`src/rtl/assert_macros.svh`:
```
// Assertion helpers. Each check is clocked on clock and disabled while reset is high.
`ifndef ASSERT_MACROS_SVH
`define ASSERT_MACROS_SVH

`define PME_ASSERT(label, cond, msg) \
   label: assert property (@(posedge clock) disable iff (reset) (cond)) else $error(msg);

`define PME_ASSERT_IMPL(label, ante, cons, msg) \
   label: assert property (@(posedge clock) disable iff (reset) (ante) |-> (cons)) \
      else $error(msg);

`define PME_ASSERT_NEXT(label, ante, cons, msg) \
   label: assert property (@(posedge clock) disable iff (reset) (ante) |=> (cons)) \
      else $error(msg);

`endif

```
`src/rtl/pme_pkg.sv`:
```
package pme_pkg;

   localparam int NODES_DEFAULT = 256;
   localparam int LABEL_W = 8;
   localparam int CFG_W = 9;
   localparam int TOTAL_W = 9;
   localparam int BITS_W = 64;
   localparam int SEEN_W = 6;
   localparam int REQ_DATA_W = 96;
   localparam int RSP_DATA_W = 24;

   typedef enum logic [2:0] {
      KIND_WRITE  = 3'd0,
      KIND_READ   = 3'd1,
      KIND_MERGE  = 3'd2,
      KIND_SPLIT  = 3'd3,
      KIND_SWITCH = 3'd4
   } kind_type;

   typedef enum logic [1:0] {
      STATUS_DONE    = 2'd0,
      STATUS_REFUSED = 2'd1,
      STATUS_BAD     = 2'd2
   } status_type;

   typedef enum logic [1:0] {
      ST_IDLE,
      ST_PASS_A,
      ST_PASS_B,
      ST_RESP
   } state_type;

endpackage

```
`src/rtl/pme_ram.sv`:
```
module pme_ram #(
   parameter int WIDTH = pme_pkg::LABEL_W,
   parameter int DEPTH = pme_pkg::NODES_DEFAULT
) (
   input  logic                     clock,
   input  logic                     wr_en,
   input  logic [$clog2(DEPTH)-1:0] wr_addr,
   input  logic [WIDTH-1:0]         wr_data,
   input  logic                     rd_en,
   input  logic [$clog2(DEPTH)-1:0] rd_addr,
   output logic [WIDTH-1:0]         rd_data
);

   logic [WIDTH-1:0] mem [DEPTH];

   always_ff @(posedge clock) begin
      if (wr_en) begin
         mem[wr_addr] <= wr_data;
      end
      if (rd_en) begin
         rd_data <= mem[rd_addr];
      end
   end

endmodule

```
`src/rtl/partition_move_engine_top.sv`:
```
// Channel | Direction | Beat carries
// req     | in        | tuser: kind; tdata: node_index, label_value, first_community,
//         |           |        second_community, split_bits
// rsp     | out       | tdata: status, read_label, community_total
// csr     | in        | data: node_count
//
// A write, a read, or a move that the first pass stops makes one pass over the n nodes in use;
// a move that needs the second pass makes two passes.
// A switch of a node in range with two or more communities always takes the second pass.
// The label memory port delivers one label per cycle to each pass. Reset clears the control
// state only and sets the node count to 256.
// A result waiting on rsp stalls only the final handoff of the next item.
`include "assert_macros.svh"

module partition_move_engine_top #(
   parameter int NODES = pme_pkg::NODES_DEFAULT
) (
   input  logic                            clock,
   input  logic                            reset,
   input  logic                            req_tvalid,
   output logic                            req_tready,
   // Bits from low: node_index, label_value, first_community, second_community, split_bits.
   input  logic [pme_pkg::REQ_DATA_W-1:0]  req_tdata,
   // Bits from low: kind.
   input  logic [2:0]                      req_tuser,
   output logic                            rsp_tvalid,
   input  logic                            rsp_tready,
   // Bits from low: status, read_label, community_total, zero fill.
   output logic [pme_pkg::RSP_DATA_W-1:0]  rsp_tdata,
   input  logic                            csr_valid,
   output logic                            csr_ready,
   input  logic [pme_pkg::CFG_W-1:0]       csr_data
);

   localparam int AW = $clog2(NODES);
   localparam int CW = (AW + 1 > pme_pkg::CFG_W) ? AW + 1 : pme_pkg::CFG_W;
   localparam int LW = pme_pkg::LABEL_W;
   localparam int TW = pme_pkg::TOTAL_W;

   pme_pkg::state_type state_ff, state_in;

   logic [pme_pkg::CFG_W-1:0] node_count_ff, node_count_in;
   logic [2:0]                kind_ff, kind_in;
   logic [LW-1:0]             node_ff, node_in;
   logic [LW-1:0]             label_ff, label_in;
   logic [LW-1:0]             c1_ff, c1_in;
   logic [LW-1:0]             c2_ff, c2_in;
   logic [pme_pkg::BITS_W-1:0] bits_ff, bits_in;

   logic [CW-1:0]             issue_ff, issue_in;
   logic                      rd_valid_ff, rd_valid_in;
   logic [AW-1:0]             rd_addr_ff, rd_addr_in;
   logic [LW-1:0]             max_ff, max_in;
   logic [1:0]                cnt_ff, cnt_in;
   logic [LW-1:0]             own_ff, own_in;
   logic [TW-1:0]             np_ff, np_in;
   logic                      first_ff, first_in;
   logic [pme_pkg::SEEN_W-1:0] seen_ff, seen_in;

   logic [1:0]                res_status_ff, res_status_in;
   logic [LW-1:0]             res_read_ff, res_read_in;
   logic [TW-1:0]             res_total_ff, res_total_in;

   logic                      rsp_valid_ff, rsp_valid_in;
   logic [1:0]                rsp_status_ff, rsp_status_in;
   logic [LW-1:0]             rsp_read_ff, rsp_read_in;
   logic [TW-1:0]             rsp_total_ff, rsp_total_in;

   logic [CW-1:0]             n_use;
   logic                      accept;
   logic                      in_pass;
   logic                      pass_end;
   logic                      pass_start;
   logic                      rsp_free;
   logic                      node_bad;
   logic                      hit_node;

   logic                      ram_rd_en;
   logic [AW-1:0]             ram_rd_addr;
   logic [LW-1:0]             ram_rd_data;
   logic                      ram_wr_en;
   logic [AW-1:0]             ram_wr_addr;
   logic [LW-1:0]             ram_wr_data;

   logic [LW-1:0]             proc_v;
   logic                      proc_wr;
   logic                      proc_cnt;
   logic                      proc_seen;
   logic [LW-1:0]             lo_c, hi_c;

   logic [TW-1:0]             np_a;
   logic [TW-1:0]             total_b;
   logic [1:0]                dec_status;
   logic [TW-1:0]             dec_total;
   logic [LW-1:0]             dec_read;
   logic                      dec_go_b;
   logic                      dec_sw_write;

   pme_ram #(
      .WIDTH (LW),
      .DEPTH (NODES)
   ) u_label_ram (
      .clock   (clock),
      .wr_en   (ram_wr_en),
      .wr_addr (ram_wr_addr),
      .wr_data (ram_wr_data),
      .rd_en   (ram_rd_en),
      .rd_addr (ram_rd_addr),
      .rd_data (ram_rd_data)
   );

   always_comb begin
      if (node_count_ff == '0) begin
         n_use = CW'(1);
      end else if (CW'(node_count_ff) > CW'(NODES)) begin
         n_use = CW'(NODES);
      end else begin
         n_use = CW'(node_count_ff);
      end
   end

   assign accept     = req_tvalid && req_tready;
   assign in_pass    = (state_ff == pme_pkg::ST_PASS_A) || (state_ff == pme_pkg::ST_PASS_B);
   assign pass_end   = in_pass && (issue_ff == n_use) && !rd_valid_ff;
   assign pass_start = accept || (pass_end && (state_ff == pme_pkg::ST_PASS_A) && dec_go_b);
   assign rsp_free   = !rsp_valid_ff || rsp_tready;
   assign node_bad   = CW'(node_ff) >= n_use;
   assign hit_node   = CW'(rd_addr_ff) == CW'(node_ff);
   assign lo_c       = (c1_ff < c2_ff) ? c1_ff : c2_ff;
   assign hi_c       = (c1_ff < c2_ff) ? c2_ff : c1_ff;
   assign np_a       = TW'(max_ff) + TW'(1);
   assign total_b    = TW'(max_ff) + TW'(1);

   always_comb begin
      proc_v    = ram_rd_data;
      proc_wr   = 1'b0;
      proc_cnt  = 1'b0;
      proc_seen = 1'b0;
      if (state_ff == pme_pkg::ST_PASS_A) begin
         proc_cnt = ram_rd_data == c1_ff;
         if ((kind_ff == pme_pkg::KIND_WRITE) && hit_node) begin
            proc_v  = label_ff;
            proc_wr = 1'b1;
         end
      end else begin
         case (kind_ff)
            pme_pkg::KIND_MERGE: begin
               proc_wr = 1'b1;
               if (ram_rd_data == hi_c) begin
                  proc_v = lo_c;
               end else if (ram_rd_data > hi_c) begin
                  proc_v = ram_rd_data - LW'(1);
               end
            end
            pme_pkg::KIND_SPLIT: begin
               if (ram_rd_data == c1_ff) begin
                  proc_cnt = 1'b1;
                  if (first_ff) begin
                     proc_seen = 1'b1;
                     if (bits_ff[seen_ff]) begin
                        proc_v  = np_ff[LW-1:0];
                        proc_wr = 1'b1;
                     end
                  end
               end
            end
            default: begin
               proc_cnt = ram_rd_data == own_ff;
               if (hit_node) begin
                  proc_v = c1_ff;
               end
            end
         endcase
      end
   end

   always_comb begin
      dec_status   = pme_pkg::STATUS_DONE;
      dec_total    = np_a;
      dec_read     = '0;
      dec_go_b     = 1'b0;
      dec_sw_write = 1'b0;
      if (state_ff == pme_pkg::ST_PASS_A) begin
         unique case (kind_ff)
            pme_pkg::KIND_WRITE: begin
               if (node_bad) dec_status = pme_pkg::STATUS_BAD;
            end
            pme_pkg::KIND_READ: begin
               if (node_bad) begin
                  dec_status = pme_pkg::STATUS_BAD;
               end else begin
                  dec_read = own_ff;
               end
            end
            pme_pkg::KIND_MERGE: begin
               if (np_a < TW'(2)) begin
                  dec_status = pme_pkg::STATUS_REFUSED;
               end else if ((c1_ff == c2_ff) || (TW'(c1_ff) >= np_a)
                            || (TW'(c2_ff) >= np_a)) begin
                  dec_status = pme_pkg::STATUS_BAD;
               end else begin
                  dec_go_b = 1'b1;
               end
            end
            pme_pkg::KIND_SPLIT: begin
               if (TW'(c1_ff) >= np_a) begin
                  dec_status = pme_pkg::STATUS_BAD;
               end else if ((cnt_ff < 2'd2) || (np_a > TW'(255))) begin
                  dec_status = pme_pkg::STATUS_REFUSED;
               end else begin
                  dec_go_b = 1'b1;
               end
            end
            pme_pkg::KIND_SWITCH: begin
               if (np_a < TW'(2)) begin
                  dec_status = pme_pkg::STATUS_REFUSED;
               end else if (node_bad) begin
                  dec_status = pme_pkg::STATUS_BAD;
               end else begin
                  dec_go_b = 1'b1;
               end
            end
            default: begin
               dec_status = pme_pkg::STATUS_BAD;
            end
         endcase
      end else begin
         dec_total = total_b;
         if (kind_ff == pme_pkg::KIND_SWITCH) begin
            if (cnt_ff < 2'd2) begin
               dec_status = pme_pkg::STATUS_REFUSED;
               dec_total  = np_ff;
            end else if ((TW'(c1_ff) >= np_ff) || (c1_ff == own_ff)) begin
               dec_status = pme_pkg::STATUS_BAD;
               dec_total  = np_ff;
            end else begin
               dec_sw_write = pass_end;
            end
         end
      end
   end

   always_comb begin
      state_in = state_ff;
      unique case (state_ff)
         pme_pkg::ST_IDLE: begin
            if (accept) state_in = pme_pkg::ST_PASS_A;
         end
         pme_pkg::ST_PASS_A: begin
            if (pass_end) state_in = dec_go_b ? pme_pkg::ST_PASS_B : pme_pkg::ST_RESP;
         end
         pme_pkg::ST_PASS_B: begin
            if (pass_end) state_in = pme_pkg::ST_RESP;
         end
         pme_pkg::ST_RESP: begin
            if (rsp_free) state_in = pme_pkg::ST_IDLE;
         end
         default: begin
            state_in = pme_pkg::ST_IDLE;
         end
      endcase
   end

   always_comb begin
      req_tready  = state_ff == pme_pkg::ST_IDLE;
      csr_ready   = state_ff == pme_pkg::ST_IDLE;
      ram_rd_en   = in_pass && (issue_ff < n_use);
      ram_rd_addr = issue_ff[AW-1:0];
      ram_wr_en   = (rd_valid_ff && proc_wr) || dec_sw_write;
      ram_wr_addr = dec_sw_write ? AW'(node_ff) : rd_addr_ff;
      ram_wr_data = dec_sw_write ? c1_ff : proc_v;
   end

   always_comb begin
      node_count_in = node_count_ff;
      kind_in       = kind_ff;
      node_in       = node_ff;
      label_in      = label_ff;
      c1_in         = c1_ff;
      c2_in         = c2_ff;
      bits_in       = bits_ff;
      issue_in      = issue_ff;
      rd_valid_in   = ram_rd_en;
      rd_addr_in    = ram_rd_addr;
      max_in        = max_ff;
      cnt_in        = cnt_ff;
      own_in        = own_ff;
      np_in         = np_ff;
      first_in      = first_ff;
      seen_in       = seen_ff;
      res_status_in = res_status_ff;
      res_read_in   = res_read_ff;
      res_total_in  = res_total_ff;
      rsp_valid_in  = rsp_valid_ff && !rsp_tready;
      rsp_status_in = rsp_status_ff;
      rsp_read_in   = rsp_read_ff;
      rsp_total_in  = rsp_total_ff;

      if (csr_valid && csr_ready) begin
         node_count_in = csr_data;
      end

      if (accept) begin
         kind_in  = req_tuser;
         node_in  = req_tdata[7:0];
         label_in = req_tdata[15:8];
         c1_in    = req_tdata[23:16];
         c2_in    = req_tdata[31:24];
         bits_in  = req_tdata[95:32];
      end

      if (ram_rd_en) begin
         issue_in = issue_ff + CW'(1);
      end

      if (rd_valid_ff) begin
         if (proc_v > max_ff) max_in = proc_v;
         if (proc_cnt && (cnt_ff != 2'd2)) cnt_in = cnt_ff + 2'd1;
         if ((state_ff == pme_pkg::ST_PASS_A) && hit_node) own_in = ram_rd_data;
         if ((state_ff == pme_pkg::ST_PASS_B) && proc_cnt) first_in = 1'b1;
         if (proc_seen) seen_in = seen_ff + pme_pkg::SEEN_W'(1);
      end

      if (pass_end) begin
         res_status_in = dec_status;
         res_read_in   = dec_read;
         res_total_in  = dec_total;
         if (state_ff == pme_pkg::ST_PASS_A) np_in = np_a;
      end

      if (pass_start) begin
         issue_in = '0;
         max_in   = '0;
         cnt_in   = '0;
         first_in = 1'b0;
         seen_in  = '0;
      end

      if ((state_ff == pme_pkg::ST_RESP) && rsp_free) begin
         rsp_valid_in  = 1'b1;
         rsp_status_in = res_status_ff;
         rsp_read_in   = res_read_ff;
         rsp_total_in  = res_total_ff;
      end
   end

   always_ff @(posedge clock) begin
      if (reset) begin
         state_ff      <= pme_pkg::ST_IDLE;
         node_count_ff <= pme_pkg::CFG_W'(256);
         rd_valid_ff   <= 1'b0;
         rsp_valid_ff  <= 1'b0;
         issue_ff      <= '0;
      end else begin
         state_ff      <= state_in;
         node_count_ff <= node_count_in;
         rd_valid_ff   <= rd_valid_in;
         rsp_valid_ff  <= rsp_valid_in;
         issue_ff      <= issue_in;
      end
   end

   always_ff @(posedge clock) begin
      kind_ff       <= kind_in;
      node_ff       <= node_in;
      label_ff      <= label_in;
      c1_ff         <= c1_in;
      c2_ff         <= c2_in;
      bits_ff       <= bits_in;
      rd_addr_ff    <= rd_addr_in;
      max_ff        <= max_in;
      cnt_ff        <= cnt_in;
      own_ff        <= own_in;
      np_ff         <= np_in;
      first_ff      <= first_in;
      seen_ff       <= seen_in;
      res_status_ff <= res_status_in;
      res_read_ff   <= res_read_in;
      res_total_ff  <= res_total_in;
      rsp_status_ff <= rsp_status_in;
      rsp_read_ff   <= rsp_read_in;
      rsp_total_ff  <= rsp_total_in;
   end

   assign rsp_tvalid = rsp_valid_ff;
   assign rsp_tdata  = {5'd0, rsp_total_ff, rsp_read_ff, rsp_status_ff};

   `PME_ASSERT_IMPL(a_read_in_pass, rd_valid_ff, in_pass, "Label read data outside a pass.")
   `PME_ASSERT_NEXT(a_accept_scan, accept, state_ff == pme_pkg::ST_PASS_A, "Beat not scanned.")
   `PME_ASSERT_IMPL(a_issue_bound, in_pass, issue_ff <= n_use, "Scan ran past node count.")
   `PME_ASSERT_IMPL(a_write_scope, ram_wr_en, in_pass, "Label write outside a pass.")

endmodule

```
`config.mk`:
```
export PLATFORM = sky130hd
export DESIGN_NAME = partition_move_engine_top
export DESIGN_NICKNAME = d
export VERILOG_FILES = /design/src/rtl/pme_pkg.sv /design/src/rtl/pme_ram.sv /design/src/rtl/partition_move_engine_top.sv
export VERILOG_INCLUDE_DIRS = /design/src /design/src/rtl
export SDC_FILE = /design/constraint.sdc
export NUM_CORES = 2
export LEC_CHECK = 0
export BUFFER_PORTS_ARGS = -buffer_cell sky130_fd_sc_hd__buf_2
export CAP_MARGIN = 40
export CORE_ASPECT_RATIO = 0.7
export CORE_MARGIN = 8
export CORE_UTILIZATION = 45
export CTS_CLUSTER_DIAMETER = 40
export DETAILED_ROUTE_END_ITERATION = 10
export PLACE_DENSITY_LB_ADDON = 0.3
export SLEW_MARGIN = 20
export SYNTH_ARGS = -nofsm -noshare
export SYNTH_HDL_FRONTEND = slang
export SYNTH_SLANG_ARGS = --single-unit
```
`constraint.sdc`:
```
create_clock -name clock -period 16.67 [get_ports clock]
set_clock_uncertainty 0.05 [all_clocks]
set_input_delay 1.667 -clock clock [delete_from_list [all_inputs] [get_ports clock]]
set_output_delay 1.667 -clock clock [all_outputs]
set_load 0.03 [all_outputs]
```
==> results.sh <==
export IMPL_io_pins=140
export IMPL_drt_iter0_drc=6046
export IMPL_p_per_area_nw_per_um2=167
export IMPL_clk_path_buf_depth=4
export IMPL_synthTopCellsByCount="edfxtp_1 (2210), mux4_2 (683), nor2_1 (337)"
export IMPL_cts_tree="yes"
export IMPL_path_class="reg -> reg"
export IMPL_seqPwrFrac=0.463
export IMPL_cts_sinks=2257
export IMPL_post_place_cells=6951
export IMPL_min_to="rsp_read_ff[5]"
export IMPL_yosysWarnings=0
export IMPL_ys_seq_area_frac=0.744
export IMPL_ctsResizeCount=0
export IMPL_clock_latency_ps=860
export IMPL_finalHoldViolCount=0
export IMPL_r2r_start="c1_ff[7]"
export IMPL_crit_path_frequent_cell="buf_4"
export IMPL_dp_hpwl_um=138000
export IMPL_swShare=0.300
export IMPL_synth_flop_cell="edfxtp_1"
export IMPL_fill_cells=15567
export IMPL_crit_buf_inv=4
export IMPL_crit_family="buffers and inverters"
export IMPL_vdd_ir_drop_max_mv=0.294
export IMPL_syn_area_um2=90500
export IMPL_core_region_area_um2=200000
export IMPL_cp_required_ps=17240
export IMPL_start_kind="flop"
export IMPL_multi_input_area_um2=22200
export IMPL_clkPwrFrac=0.281
export IMPL_holdCritPathClass="reg -> reg"
export IMPL_avgRoutedWirePerCell_um=30.0
export IMPL_layout_area_overhead_vs_synth_pct=13.6
export IMPL_clk_pin_slew_worst_paths_ps=60
export IMPL_fin_setup_tns_ps=0
export IMPL_htree_levels=4
export IMPL_grt_pass1_wl_um=319000
export IMPL_hold_depth=0
export IMPL_synthTopCellsByArea="edfxtp_1 (73%), mux4_2 (17%), nor2_1 (1.4%), dfxtp_1 (1.0%), ha_1 (1.0%)"
export IMPL_placed_area_um2=95300
export IMPL_postCtsSetupBuffers=0
export IMPL_row_count=137
export IMPL_synth_most_common_cell="edfxtp_1"
export IMPL_totalWireLength_um=222000
export IMPL_port_buffer_count=134
export IMPL_grt_pass1_vias=44120
export IMPL_die_w_um=552
export IMPL_maxSlewHeadroom=0.244
export IMPL_cp_slowest_stage_delay_ps=720
export IMPL_syn_instance_count=4277
export IMPL_dr_pass1_iters=5
export IMPL_combPwrFrac=0.256
export IMPL_synth_edf_count=2210
export IMPL_crit_arrival_ps=7470
export IMPL_yosysTopAreaCell="edfxtp_1"
export IMPL_grt_max_degree=205
export IMPL_synthArstFlopShare=0
export IMPL_stdcell_area_um2=103000
export IMPL_die_area_um2=216000
export IMPL_fmax_mhz=145
export IMPL_die_h_um=391
export IMPL_grt_ovfl_total=0
export IMPL_finalSetupViolCount=0
export IMPL_crit_slowest_cell="buf_4"
export IMPL_vias_per_cell=6.05
export IMPL_synth_top_area_frac=0.733
export IMPL_grt_total_usage=0.202
export IMPL_drc=0
export IMPL_r2r_end="u_label_ram.mem[220][6]"
export IMPL_antenna_found_initial=17
export IMPL_drv_slew=0
export IMPL_endpoint_kind="flop"
export IMPL_fin_crit_ps=6910
export IMPL_drive_above_1_share=0.294
export IMPL_syn_area_per_cell_um2=21.2
export IMPL_grt_setup_unrepaired="no"
export IMPL_tightest_slew_ps=1130
export IMPL_hp_start="res_read_ff[5]"
export IMPL_cts_root_buf="clkbuf_16"
export IMPL_status="completed"
export IMPL_layout_nets=4784
export IMPL_finalCritPeriodShare=0.414
export IMPL_leakagePower_uw=0.0314
export IMPL_rrSetupSlack_ps=9760
export IMPL_cts_buffers=209
export IMPL_worstRegToRegCells=17
export IMPL_max_cap_violations=0
export IMPL_switching_power_uw=5160
export IMPL_cts_hold_buf=0
export IMPL_p_int_uw=12000
export IMPL_routabilityCongestion=0.853
export IMPL_crit_chain="ha_1 > a21oi_1 > o21ai_0 > nor2_1 > buf_4 > mux2i_1 > ha_1 > nand4_1 > a21oi_1 > o2111ai_1 > xnor2_1 > o211ai_1 > o21ai_0 > mux2_8 > buf_4 > buf_4 > buf_16"
export IMPL_synth_distinct_cells=76
export IMPL_crit_fanout=105
export IMPL_fin_cells=7408
export IMPL_ys_seq_elements=2257
export IMPL_regArea_um2=67300
export IMPL_vias=44829
export IMPL_antenna_left=0
export IMPL_start_util=0.454
[worst reg2reg max path, stage by stage (launching register included)]
cell and delay, ps:
edfxtp_1 610, ha_1 430, a21oi_1 180, o21ai_0 220, nor2_1 370, buf_4 300
mux2i_1 120, ha_1 340, nand4_1 160, a21oi_1 550, o2111ai_1 220, xnor2_1 180
o211ai_1 110, o21ai_0 350, mux2_8 660, buf_4 980, buf_4 510, buf_16 290
[kinds of logic (layout without fill, tap and decap cells)]
logic type / after synthesis / in the layout / share of synthesized area
AND/OR/NAND/NOR: 623 / 623 / 0.0310
buffers and inverters: 304 / 782 / 0.0149
flip-flops: 2257 / 2257 / 0.744
multiplexers: 729 / 729 / 0.175
adder cells (fa/ha/maj): 75 / 75 / 0.0104
other: 1 / 13 / 0.0000414
AO/OA/AOI/OAI: 231 / 231 / 0.0191
XOR/XNOR: 57 / 57 / 0.00552
[layer usage]
| metal | part of all wire | GRT usage | up-vias |
|---|---|---|---|
| met3 | 0.11 | 0.0608 | 278 |
| met2 | 0.44 | 0.292 | 2177 |
| met1 | 0.43 | 0.306 | 23882 |
| met5 | 0 | 0.00619 | - |
| met4 | 0.020 | 0.0418 | 0 |
| li1 | - | - | 18492 |
[cell usage in the layout, fill, tap and decap left out, types with 23 or more instances in the layout]
master,n
inv_1,52
nand2_1,91
clkbuf_16,211
buf_4,174
nor2b_1,23
nor3_1,27
ha_1,75
clkinv_1,41
edfxtp_1,2210
dfxtp_1,41
xor2_1,36
mux4_2,683
nand3_1,30
a21oi_1,52
nor2_1,337
clkbuf_1,32
bufinv_16,25
mux2i_1,32
buf_2,137
clkinv_2,34
o21ai_0,27
[worst max path at each step]
| stage | startpoint | endpoint | slack, ps | cells after the start |
|---|---|---|---|---|
| after global routing | c1_ff[7] | u_label_ram.mem[164][6] | 9430 | 18 |
| after global placement | c1_ff[7] | u_label_ram.mem[254][1] | 9650 | 15 |
| after detailed placement | c1_ff[7] | u_label_ram.mem[209][6] | 9780 | 16 |
| final | c1_ff[7] | u_label_ram.mem[220][6] | 9760 | 17 |
| after floorplan | c1_ff[5] | u_label_ram.mem[0][7] | 440 | 16 |
| after CTS | c1_ff[7] | u_label_ram.mem[165][6] | 9720 | 16 |
[per-stage QoR]
stage	utilization	power [uW]	hold WS [ps]	setup slack, ps
finish	0.515	17200	369	9760
CTS	0.512	17200	371	9720
global placement	0.473	12200	358	9650
detailed placement	0.478	12500	355	9780
floorplan	-	11000	302	443
global route	0.515	17800	377	9430
[power groups by stage]
stage,registers (uW),clock network (uW),logic [uW]
after global routing,7960,5100,4710
after global placement,8080,0,4120
after detailed placement,8070,0,4400
after floorplan,8440,0,2600
final,7950,4820,4400
after CTS,7950,4880,4400
[state kept, by name (all words and copies together) (netlist names), 9 cells and up]
register	cells
rsp_total_ff	9
res_total_ff	9
np_ff	9
bits_ff	64
node_count_ff	9
issue_ff	9
u_label_ram.mem	2048
[final cells by class]
type	count	area share
Sequential cell	2257	0.655
Multi-Input combinational cell	1720	0.216
Clock buffer	243	0.0525
Tap cell	2641	0.0321
Timing Repair Buffer	354	0.0284
Clock inverter	131	0.0135
Inverter	54	0.00198
Antenna cell	8	0.000195
No activity file was read; power rests on OpenSTA's default activity.
